**src/rtl/ismet_pkg.sv**
```systemverilog
package ismet_pkg;

  // Lattice geometry
  localparam int LATTICE_SIDE    = 16;
  localparam int SITES           = LATTICE_SIDE * LATTICE_SIDE;
  localparam int COORD_W         = $clog2(LATTICE_SIDE);
  localparam int SITE_W          = $clog2(SITES);
  localparam bit SIDE_ODD        = (LATTICE_SIDE % 2) == 1;
  localparam int BLOCKS_PER_SIDE = (LATTICE_SIDE + 1) / 2;

  // Field widths
  localparam int IN_COORD_W = 4;
  localparam int FRAC_W     = 32;
  localparam int THR_W      = 33;
  localparam int ENERGY_W   = 11;
  localparam int MAGNET_W   = 10;
  localparam int BLOCK_W    = 8;

  // Configuration port
  localparam int CFG_ADDR_W  = 4;
  localparam int CFG_DATA_W  = 64;
  localparam int CFG_SEL_BIT = 3;

  typedef enum logic {
    REG_THR_DIF4 = 1'b0,
    REG_THR_DIF8 = 1'b1
  } cfg_reg_t;

  // Reset values
  localparam logic [THR_W-1:0] THR_RESET = THR_W'(64'h1_0000_0000);
  localparam logic signed [ENERGY_W-1:0] ENERGY_RESET = ENERGY_W'(-2 * SITES);
  localparam logic signed [MAGNET_W-1:0] MAGNET_RESET = MAGNET_W'(SITES);
  localparam logic signed [BLOCK_W-1:0]  BLOCK_RESET  =
    BLOCK_W'(BLOCKS_PER_SIDE * BLOCKS_PER_SIDE);

  typedef logic [COORD_W-1:0] coord_t;
  typedef logic [SITE_W-1:0]  site_t;

  // Outcome of evaluating one trial flip.
  typedef struct packed {
    logic                       acc;
    logic signed [ENERGY_W-1:0] energy_delta;
    logic signed [MAGNET_W-1:0] magnet_delta;
    logic signed [BLOCK_W-1:0]  block_delta;
  } flip_eval_t;

  // Brings an input coordinate into the lattice; at most three subtractions
  // are ever needed because the input is four bits and the side is four or more.
  function automatic coord_t reduce_coord(input logic [IN_COORD_W-1:0] v);
    logic [IN_COORD_W-1:0] x;
    x = v;
    for (int i = 0; i < 3; i++) begin
      if (int'(x) >= LATTICE_SIDE) begin
        x = x - IN_COORD_W'(LATTICE_SIDE);
      end
    end
    return COORD_W'(x);
  endfunction

  function automatic coord_t inc_wrap(input coord_t c);
    return (c == COORD_W'(LATTICE_SIDE - 1)) ? '0 : c + COORD_W'(1);
  endfunction

  function automatic coord_t dec_wrap(input coord_t c);
    return (c == '0) ? COORD_W'(LATTICE_SIDE - 1) : c - COORD_W'(1);
  endfunction

  function automatic site_t site_idx(input coord_t r, input coord_t c);
    return SITE_W'(int'(r) * LATTICE_SIDE + int'(c));
  endfunction

endpackage

```
**src/rtl/ismet_flip_eval.sv**
```systemverilog
// Combinational evaluation of one trial flip against the current lattice.
module ismet_flip_eval (
  input  logic [ismet_pkg::SITES-1:0]  spins,
  input  ismet_pkg::coord_t            row,
  input  ismet_pkg::coord_t            col,
  input  logic [ismet_pkg::FRAC_W-1:0] frac,
  input  logic [ismet_pkg::THR_W-1:0]  thr_dif4,
  input  logic [ismet_pkg::THR_W-1:0]  thr_dif8,
  output ismet_pkg::flip_eval_t        eval
);

  // Majority of a 2x2 block, bit order {tl, tr, bl, br}; a tie takes the top-left.
  function automatic logic signed [1:0] block_major(input logic [3:0] b);
    logic [2:0] ones;
    ones = 3'($countones(b));
    if (ones >= 3'd3) begin
      return 2'sd1;
    end else if (ones <= 3'd1) begin
      return -2'sd1;
    end
    return b[3] ? 2'sd1 : -2'sd1;
  endfunction

  // Change of one block's majority when the given site flips.
  function automatic logic signed [ismet_pkg::BLOCK_W-1:0] block_change(
    input logic [ismet_pkg::SITES-1:0] sp,
    input ismet_pkg::coord_t           br,
    input ismet_pkg::coord_t           bc,
    input ismet_pkg::site_t            site
  );
    ismet_pkg::coord_t br1;
    ismet_pkg::coord_t bc1;
    ismet_pkg::site_t  ix [4];
    logic [3:0]        old_b;
    logic [3:0]        new_b;
    logic signed [1:0] m_old;
    logic signed [1:0] m_new;
    br1   = ismet_pkg::inc_wrap(br);
    bc1   = ismet_pkg::inc_wrap(bc);
    ix[0] = ismet_pkg::site_idx(br, bc);
    ix[1] = ismet_pkg::site_idx(br, bc1);
    ix[2] = ismet_pkg::site_idx(br1, bc);
    ix[3] = ismet_pkg::site_idx(br1, bc1);
    for (int k = 0; k < 4; k++) begin
      old_b[3-k] = sp[ix[k]];
      new_b[3-k] = sp[ix[k]] ^ (ix[k] == site);
    end
    m_old = block_major(old_b);
    m_new = block_major(new_b);
    return ismet_pkg::BLOCK_W'(m_new) - ismet_pkg::BLOCK_W'(m_old);
  endfunction

  ismet_pkg::site_t  site;
  logic              s;
  logic [3:0]        nb;
  logic [2:0]        same_cnt;
  logic              acc;
  ismet_pkg::coord_t org_r [2];
  ismet_pkg::coord_t org_c [2];
  logic              use_r [2];
  logic              use_c [2];
  logic signed [ismet_pkg::BLOCK_W-1:0]  blk_sum;
  logic signed [ismet_pkg::ENERGY_W-1:0] e_delta;

  assign site = ismet_pkg::site_idx(row, col);
  assign s    = spins[site];

  assign nb = {spins[ismet_pkg::site_idx(row, ismet_pkg::dec_wrap(col))],
               spins[ismet_pkg::site_idx(row, ismet_pkg::inc_wrap(col))],
               spins[ismet_pkg::site_idx(ismet_pkg::dec_wrap(row), col)],
               spins[ismet_pkg::site_idx(ismet_pkg::inc_wrap(row), col)]};

  // Energy change is 4 * (neighbours aligned with the spin) - 8.
  assign same_cnt = 3'($countones(~(nb ^ {4{s}})));

  always_comb begin
    acc     = 1'b1;
    e_delta = '0;
    case (same_cnt)
      3'd0:    e_delta = -ismet_pkg::ENERGY_W'(8);
      3'd1:    e_delta = -ismet_pkg::ENERGY_W'(4);
      3'd2:    e_delta = '0;
      3'd3: begin
        e_delta = ismet_pkg::ENERGY_W'(4);
        acc     = {1'b0, frac} <= thr_dif4;
      end
      default: begin
        e_delta = ismet_pkg::ENERGY_W'(8);
        acc     = {1'b0, frac} <= thr_dif8;
      end
    endcase
  end

  // A site belongs to its own block and, on an odd lattice, also to the
  // wrapped last block row or column when it lies in row or column zero.
  always_comb begin
    org_r[0] = row & ~ismet_pkg::COORD_W'(1);
    org_c[0] = col & ~ismet_pkg::COORD_W'(1);
    org_r[1] = ismet_pkg::COORD_W'(ismet_pkg::LATTICE_SIDE - 1);
    org_c[1] = ismet_pkg::COORD_W'(ismet_pkg::LATTICE_SIDE - 1);
    use_r[0] = 1'b1;
    use_c[0] = 1'b1;
    use_r[1] = ismet_pkg::SIDE_ODD && (row == '0);
    use_c[1] = ismet_pkg::SIDE_ODD && (col == '0);
    blk_sum  = '0;
    for (int a = 0; a < 2; a++) begin
      for (int b = 0; b < 2; b++) begin
        if (use_r[a] && use_c[b]) begin
          blk_sum = blk_sum + block_change(spins, org_r[a], org_c[b], site);
        end
      end
    end
  end

  always_comb begin
    eval.acc          = acc;
    eval.energy_delta = acc ? e_delta : '0;
    eval.magnet_delta = !acc ? '0 :
                        (s ? -ismet_pkg::MAGNET_W'(2) : ismet_pkg::MAGNET_W'(2));
    eval.block_delta  = acc ? blk_sum : '0;
  end

endmodule

```
**src/rtl/ising_metropolis_step.sv**
```systemverilog
// Channel | Prefix | Handshake     | Fields
// --------+--------+---------------+-----------------------------------------------------------
// input   | in_    | valid / stall | site_col, site_row, random_fraction
// result  | out_   | valid / stall | accepted, total_energy, magnetization, block_magnetization
// config  | none   | psel, penable | pwrite, paddr, pwdata, prdata; pready tied high
//
// One transaction can be taken every cycle while the result side does not stall. A trial
// sits in the input register while its flip is evaluated against the lattice flip-flops;
// the lattice and the result register load together as it leaves, so the following trial
// always sees the updated lattice.
// Reset (rst_n low, synchronous) sets every spin to +1, the totals to their cold-start values
// and both thresholds to one. A stalled result stalls the input only while a trial waits.
module ising_metropolis_step (
  input  logic                                 clk,
  input  logic                                 rst_n,

  input  logic                                 in_valid,
  output logic                                 in_stall,
  input  logic [ismet_pkg::IN_COORD_W-1:0]     in_site_col,
  input  logic [ismet_pkg::IN_COORD_W-1:0]     in_site_row,
  input  logic [ismet_pkg::FRAC_W-1:0]         in_random_fraction,

  output logic                                 out_valid,
  input  logic                                 out_stall,
  output logic                                 out_accepted,
  output logic signed [ismet_pkg::ENERGY_W-1:0] out_total_energy,
  output logic signed [ismet_pkg::MAGNET_W-1:0] out_magnetization,
  output logic signed [ismet_pkg::BLOCK_W-1:0]  out_block_magnetization,

  input  logic                                 psel,
  input  logic                                 penable,
  input  logic                                 pwrite,
  input  logic [ismet_pkg::CFG_ADDR_W-1:0]     paddr,
  input  logic [ismet_pkg::CFG_DATA_W-1:0]     pwdata,
  output logic [ismet_pkg::CFG_DATA_W-1:0]     prdata,
  output logic                                 pready
);

  // Configuration registers. The two thresholds sit eight bytes apart, so one
  // address bit selects between them.
  logic [ismet_pkg::THR_W-1:0] thr_dif4_r;
  logic [ismet_pkg::THR_W-1:0] thr_dif8_r;
  logic                        cfg_wr;
  ismet_pkg::cfg_reg_t         cfg_sel;

  assign pready  = 1'b1;
  assign cfg_wr  = psel && penable && pwrite && pready;
  assign cfg_sel = ismet_pkg::cfg_reg_t'(paddr[ismet_pkg::CFG_SEL_BIT]);

  always_ff @(posedge clk) begin
    if (!rst_n) begin
      thr_dif4_r <= ismet_pkg::THR_RESET;
      thr_dif8_r <= ismet_pkg::THR_RESET;
    end else if (cfg_wr) begin
      unique case (cfg_sel)
        ismet_pkg::REG_THR_DIF4: thr_dif4_r <= pwdata[ismet_pkg::THR_W-1:0];
        ismet_pkg::REG_THR_DIF8: thr_dif8_r <= pwdata[ismet_pkg::THR_W-1:0];
        default: ;
      endcase
    end
  end

  always_comb begin
    unique case (cfg_sel)
      ismet_pkg::REG_THR_DIF4:
        prdata = ismet_pkg::CFG_DATA_W'(thr_dif4_r);
      ismet_pkg::REG_THR_DIF8:
        prdata = ismet_pkg::CFG_DATA_W'(thr_dif8_r);
      default:
        prdata = '0;
    endcase
  end

  // Pipeline control: the result register moves whenever it is empty or being
  // taken, and the input register follows it.
  logic s1_valid_r;
  logic out_valid_r;
  logic advance;
  logic fire;

  assign advance  = !out_valid_r || !out_stall;
  assign in_stall = s1_valid_r && !advance;
  assign fire     = s1_valid_r && advance;

  // Input register; the coordinates are reduced onto the lattice on the way in.
  ismet_pkg::coord_t           s1_row_r;
  ismet_pkg::coord_t           s1_col_r;
  logic [ismet_pkg::FRAC_W-1:0] s1_frac_r;

  always_ff @(posedge clk) begin
    if (!rst_n) begin
      s1_valid_r <= 1'b0;
    end else if (!in_stall) begin
      s1_valid_r <= in_valid;
    end
  end

  always_ff @(posedge clk) begin
    if (in_valid && !in_stall) begin
      s1_row_r  <= ismet_pkg::reduce_coord(in_site_row);
      s1_col_r  <= ismet_pkg::reduce_coord(in_site_col);
      s1_frac_r <= in_random_fraction;
    end
  end

  // Lattice and running totals. A set bit is spin +1.
  logic [ismet_pkg::SITES-1:0]           spin_r;
  logic [ismet_pkg::SITES-1:0]           spin_nxt;
  logic signed [ismet_pkg::ENERGY_W-1:0] energy_r;
  logic signed [ismet_pkg::ENERGY_W-1:0] energy_nxt;
  logic signed [ismet_pkg::MAGNET_W-1:0] magnet_r;
  logic signed [ismet_pkg::MAGNET_W-1:0] magnet_nxt;
  logic signed [ismet_pkg::BLOCK_W-1:0]  block_r;
  logic signed [ismet_pkg::BLOCK_W-1:0]  block_nxt;
  ismet_pkg::flip_eval_t                 eval;

  ismet_flip_eval u_flip_eval (
    .spins    (spin_r),
    .row      (s1_row_r),
    .col      (s1_col_r),
    .frac     (s1_frac_r),
    .thr_dif4 (thr_dif4_r),
    .thr_dif8 (thr_dif8_r),
    .eval     (eval)
  );

  // The deltas from the evaluator are already zero for a rejected flip, so the
  // totals only need the transaction to be leaving the input register.
  always_comb begin
    spin_nxt   = spin_r;
    energy_nxt = energy_r + eval.energy_delta;
    magnet_nxt = magnet_r + eval.magnet_delta;
    block_nxt  = block_r + eval.block_delta;
    if (eval.acc) begin
      spin_nxt[ismet_pkg::site_idx(s1_row_r, s1_col_r)] =
        ~spin_r[ismet_pkg::site_idx(s1_row_r, s1_col_r)];
    end
  end

  always_ff @(posedge clk) begin
    if (!rst_n) begin
      spin_r   <= '1;
      energy_r <= ismet_pkg::ENERGY_RESET;
      magnet_r <= ismet_pkg::MAGNET_RESET;
      block_r  <= ismet_pkg::BLOCK_RESET;
    end else if (fire) begin
      spin_r   <= spin_nxt;
      energy_r <= energy_nxt;
      magnet_r <= magnet_nxt;
      block_r  <= block_nxt;
    end
  end

  // Result register, loaded with the totals after this transaction.
  logic                                  out_accepted_r;
  logic signed [ismet_pkg::ENERGY_W-1:0] out_energy_r;
  logic signed [ismet_pkg::MAGNET_W-1:0] out_magnet_r;
  logic signed [ismet_pkg::BLOCK_W-1:0]  out_block_r;

  always_ff @(posedge clk) begin
    if (!rst_n) begin
      out_valid_r <= 1'b0;
    end else if (advance) begin
      out_valid_r <= s1_valid_r;
    end
  end

  always_ff @(posedge clk) begin
    if (fire) begin
      out_accepted_r <= eval.acc;
      out_energy_r   <= energy_nxt;
      out_magnet_r   <= magnet_nxt;
      out_block_r    <= block_nxt;
    end
  end

  assign out_valid               = out_valid_r;
  assign out_accepted            = out_accepted_r;
  assign out_total_energy        = out_energy_r;
  assign out_magnetization       = out_magnet_r;
  assign out_block_magnetization = out_block_r;

  // A rejected flip must leave the lattice and every total untouched.
  a_reject_holds_state: assert property (@(posedge clk) disable iff (!rst_n)
    (fire && !eval.acc) |=> (spin_r == $past(spin_r)) && (energy_r == $past(energy_r))
      && (magnet_r == $past(magnet_r)) && (block_r == $past(block_r)))
    else $error("rejected flip changed the lattice state");

  // An accepted flip changes the magnetization by exactly two.
  a_accept_moves_magnet: assert property (@(posedge clk) disable iff (!rst_n)
    (fire && eval.acc) |=> (magnet_r - $past(magnet_r) == ismet_pkg::MAGNET_W'(2))
      || ($past(magnet_r) - magnet_r == ismet_pkg::MAGNET_W'(2)))
    else $error("accepted flip did not move magnetization by two");

  // A transaction leaving the input register always lands in the result register.
  a_fire_loads_output: assert property (@(posedge clk) disable iff (!rst_n)
    fire |=> out_valid_r)
    else $error("evaluated transaction lost before the result register");

  // The input side is only held back while a transaction waits in the input register.
  a_stall_needs_item: assert property (@(posedge clk) disable iff (!rst_n)
    in_stall |-> (s1_valid_r && out_valid_r && out_stall))
    else $error("input stalled without a waiting transaction");

endmodule
```
**config.mk**
```make
export PLATFORM = sky130hd
export DESIGN_NAME = ising_metropolis_step
export DESIGN_NICKNAME = d
export VERILOG_FILES = /design/src/rtl/ismet_pkg.sv /design/src/rtl/ismet_flip_eval.sv /design/src/rtl/ising_metropolis_step.sv
export SDC_FILE = /design/constraint.sdc
export NUM_CORES = 1
export LEC_CHECK = 0
export ABC_AREA = 0
export BUFFER_PORTS_ARGS = -buffer_cell sky130_fd_sc_hd__clkbuf_2
export CORE_UTILIZATION = 40
export DETAILED_ROUTE_END_ITERATION = 6
export GPL_TIMING_DRIVEN = 0
export PLACE_DENSITY = 0.55
export SLEW_MARGIN = 10
export SYNTH_ARGS = -nofsm -noshare
export SYNTH_HDL_FRONTEND = slang
export SYNTH_SLANG_ARGS = --single-unit
```
**constraint.sdc**
```tcl
create_clock -name clk -period 14.7 [get_ports clk]
set_input_delay 0.735 -clock clk [delete_from_list [all_inputs] [get_ports clk]]
set_output_delay 0.735 -clock clk [all_outputs]
set_load 0.05 [all_outputs]
```
==> results_dict.tcl <==
set metrics [dict create \
    cts_setup_buffers 0 \
    gp_congestion 1.027 \
    synthArstFlopShare_pct 0 \
    timing.rr.end "out_block_magnetization[7]" \
    reg2regPathDepth 38 \
    cts_resized 0 \
    cts_hold_buf 0 \
    hold_viol 0 \
    clk-insertion-delay-late_ns 0.62 \
    synth.cell_area_sq_mm 0.02854 \
    crit_path_frequent_cell "buf_2" \
    synthDistinctLibCells 81 \
    vias 28650 \
    ant_nets 0 \
    dieArea_sq_mm 0.07242 \
    violations "max-capacitance violations" \
    vias_per_cell 6.628 \
    setup_ws_ns 1.313 \
    drtPass1Iterations 6 \
    start_util_pct 40.61 \
    worstSetupStartpointType "register" \
    path_class "register to register" \
    overflow 0 \
    drive_gt1_share_pct 17.36 \
    setup_viol 0 \
    numCtsBuffers 51 \
    critPathCaptureType "register" \
    slowest_stage "a311oi_1" \
    r2r-start "s1_col_r[1]" \
    grt_max_degree 36 \
    status "complete, but fails checks" \
    grt_pass1_wl_mm 203.8 \
    critPathLaunch "s1_col_r[1]" \
    synth_flop_cell "dfxtp_1" \
    cpPeakStageDelay_ns 1.01 \
    required_ns 15.05 \
    synth_commonest_cells "nand2_1 (406), dfxtp_1 (349), a21oi_1 (274)" \
    p_per_area_mw_per_mm2 112.2 \
    portBuffers 141 \
    numClockSinks 415 \
    rows 97 \
    final_nets 3562 \
    fp.dieH_microns 269.1 \
    synth_area_leaders "dfxtp_1 (24%), mux4_2 (17%), mux2i_1 (7.0%)" \
    drv_cap 1 \
    pre_cts_ws_ns 1.920 \
    synth_edf_count 66 \
    regToRegSetupSlack_ns 1.31 \
    relSlewSlack_pct 2.276 \
    synth_seq_cells 415 \
    post_drt_wl_per_cell_microns 33.73 \
    fmax_ghz 0.07470 \
    first_iter_violations 4331 \
    yosysWarnings 0 \
    htree_levels 2 \
    core-area_sq_mm 0.07027 \
    power.total_mw 3.632 \
    route.detailed.drc 0 \
    die_x_microns 269.1 \
    rsz0062_at_grt "no" \
    stdcell_count 4323 \
    fin_skew_ns 0.02250 \
    arrival_ns 13.73 \
    synthToLayoutAreaGrowth_pct 13.42 \
    hold_path.class "primary input to register" \
    finish.utilization_pct 46.06 \
    total_leakage_power_nw 11.77 \
    grt_use_total_pct 39.13 \
    final.setup.tns_ns 0 \
    crit_end "out_block_magnetization[7]" \
    yosysTopAreaCellShare_pct 24.48 \
    cts.clk_slew.worst_paths_ns 0.06 \
    antenna_found_initial 5 \
    final_max_slew_viol_count 0 \
    pin_count 212 \
    place_hpwl_mm 108.3 \
    yosysMostFrequentCell "nand2_1" \
    grt_pass1_vias 27260 \
    routed_wl_mm 145.8 \
    syn_inst 3105 \
    synth_top_area_cell "dfxtp_1" \
    tightest_slew_ns 1.429 \
    timing.final.crit_share_pct 91.07 \
    postSynthAreaPerCell_sq_um 9.192 \
    min_period_ns 13.39 \
    clockRootBuffer "clkbuf_16" \
    critPathMaxFanout 10 \
    clockBufferDepth 3 \
    max-vdd-ir-drop_v 0.0001415 \
    cts_tree "done" \
    dpl.cell_count 4222 \
    synth_seq_area_share_pct 31.42 \
]
-- critical path, delay by kind of cell (launching register included) --
kind / cells / cell delay [ns]
AO/OA/AOI/OAI: 12 / 4.07
XOR/XNOR: 2 / 0.44
adder cells (fa/ha/maj): 6 / 1.70
buffers and inverters: 14 / 5.35
flip-flops: 1 / 0.60
AND/OR/NAND/NOR: 4 / 0.88
-- layout make-up --
cell class,count,area [sq um]
fillers,6816,37900
multi-input cells,2312,17860
flip-flops and latches,415,8969
clock buffers,79,1575
plain buffers,312,1500
well taps,940,1176
repair buffers,143,744.5
inverters,100,375.4
clock inverters,15,153.9
diodes,7,17.52
-- logic make-up after synthesis --
logic type	after synthesis	synth area share, %
adder cells (fa/ha/maj)	112	5.068
AO/OA/AOI/OAI	700	14.77
flip-flops	415	31.42
AND/OR/NAND/NOR	1006	16.58
buffers and inverters	412	6.554
other	2	0.02631
multiplexers	428	24.61
XOR/XNOR	30	0.9689
-- routing by layer --
layer | share of wire (%) | vias to the layer above | wire length (microns) | GRT usage, %
met4 | 6.6 | 4 | 9677 | 21.92
met2 | 45 | 2058 | 65150 | 61.66
met5 | 0.020 | - | 29 | 0
met1 | 38 | 14120 | 54920 | 48.56
li1 | - | 12000 | - | -
met3 | 11 | 480 | 16050 | 10.28
-- flip-flops by register name, summed over array words and instances, names as in the netlist --
| name | flops |
|---|---|
| out_valid | 1 |
| out_block_magnetization | 7 |
| magnet_r | 9 |
| out_magnetization | 9 |
| s1_row_r | 4 |
| thr_dif4_r | 33 |
| block_r | 7 |
| thr_dif8_r | 33 |
| out_accepted | 1 |
| spin_r | 256 |
| s1_col_r | 4 |
| energy_r | 9 |
| s1_valid_r | 1 |
| s1_frac_r | 32 |
| out_total_energy | 9 |
-- stage by stage --
step                area, sq um  hold WS [ns]
CTS                       32340        0.2650
global placement          30550        0.4431
detailed placement        30610        0.4493
floorplan                 28670        0.4363
finish                    32370        0.2928
global route              32350        0.2798
-- how the worst min path moves through the flow --
stage / start / endpoint / slack, ns / depth (start not counted)
finish: in_site_col[0] / s1_col_r[0] / 0.29 / 1
global route: in_site_col[0] / s1_col_r[0] / 0.28 / 1
CTS: in_site_col[3] / s1_col_r[3] / 0.26 / 1
detailed placement: thr_dif4_r[30] / thr_dif4_r[30] / 0.45 / 2
global placement: thr_dif4_r[4] / thr_dif4_r[4] / 0.44 / 2
floorplan: thr_dif4_r[10] / thr_dif4_r[10] / 0.44 / 2
-- power by group --
group | internal (mW) | switching [mW] | leakage (nW)
Sequential | 1.24 | 0.0282 | 3.46
Combinational | 0.327 | 0.730 | 7.46
Clock | 0.773 | 0.533 | 0.856
-- cells in the final DEF (no fill, tap or decap), types with 61 or more instances in the layout --
| cell type | Yosys | final |
|---|---|---|
| nand2_1 | 406 | 406 |
| dfxtp_1 | 349 | 349 |
| a21oi_1 | 274 | 274 |
| mux4_2 | 218 | 218 |
| mux2i_1 | 200 | 200 |
| nor2_1 | 198 | 197 |
| clkbuf_1 | 189 | 197 |
| clkbuf_2 | 0 | 145 |
| nor4_1 | 139 | 139 |
| and3_1 | 124 | 124 |
| ha_1 | 106 | 106 |
| o21ai_1 | 99 | 99 |
| inv_1 | 92 | 92 |
| o21ai_0 | 88 | 88 |
| edfxtp_1 | 66 | 66 |
| buf_4 | 61 | 61 |
No activity file was read; power rests on OpenSTA's default activity.
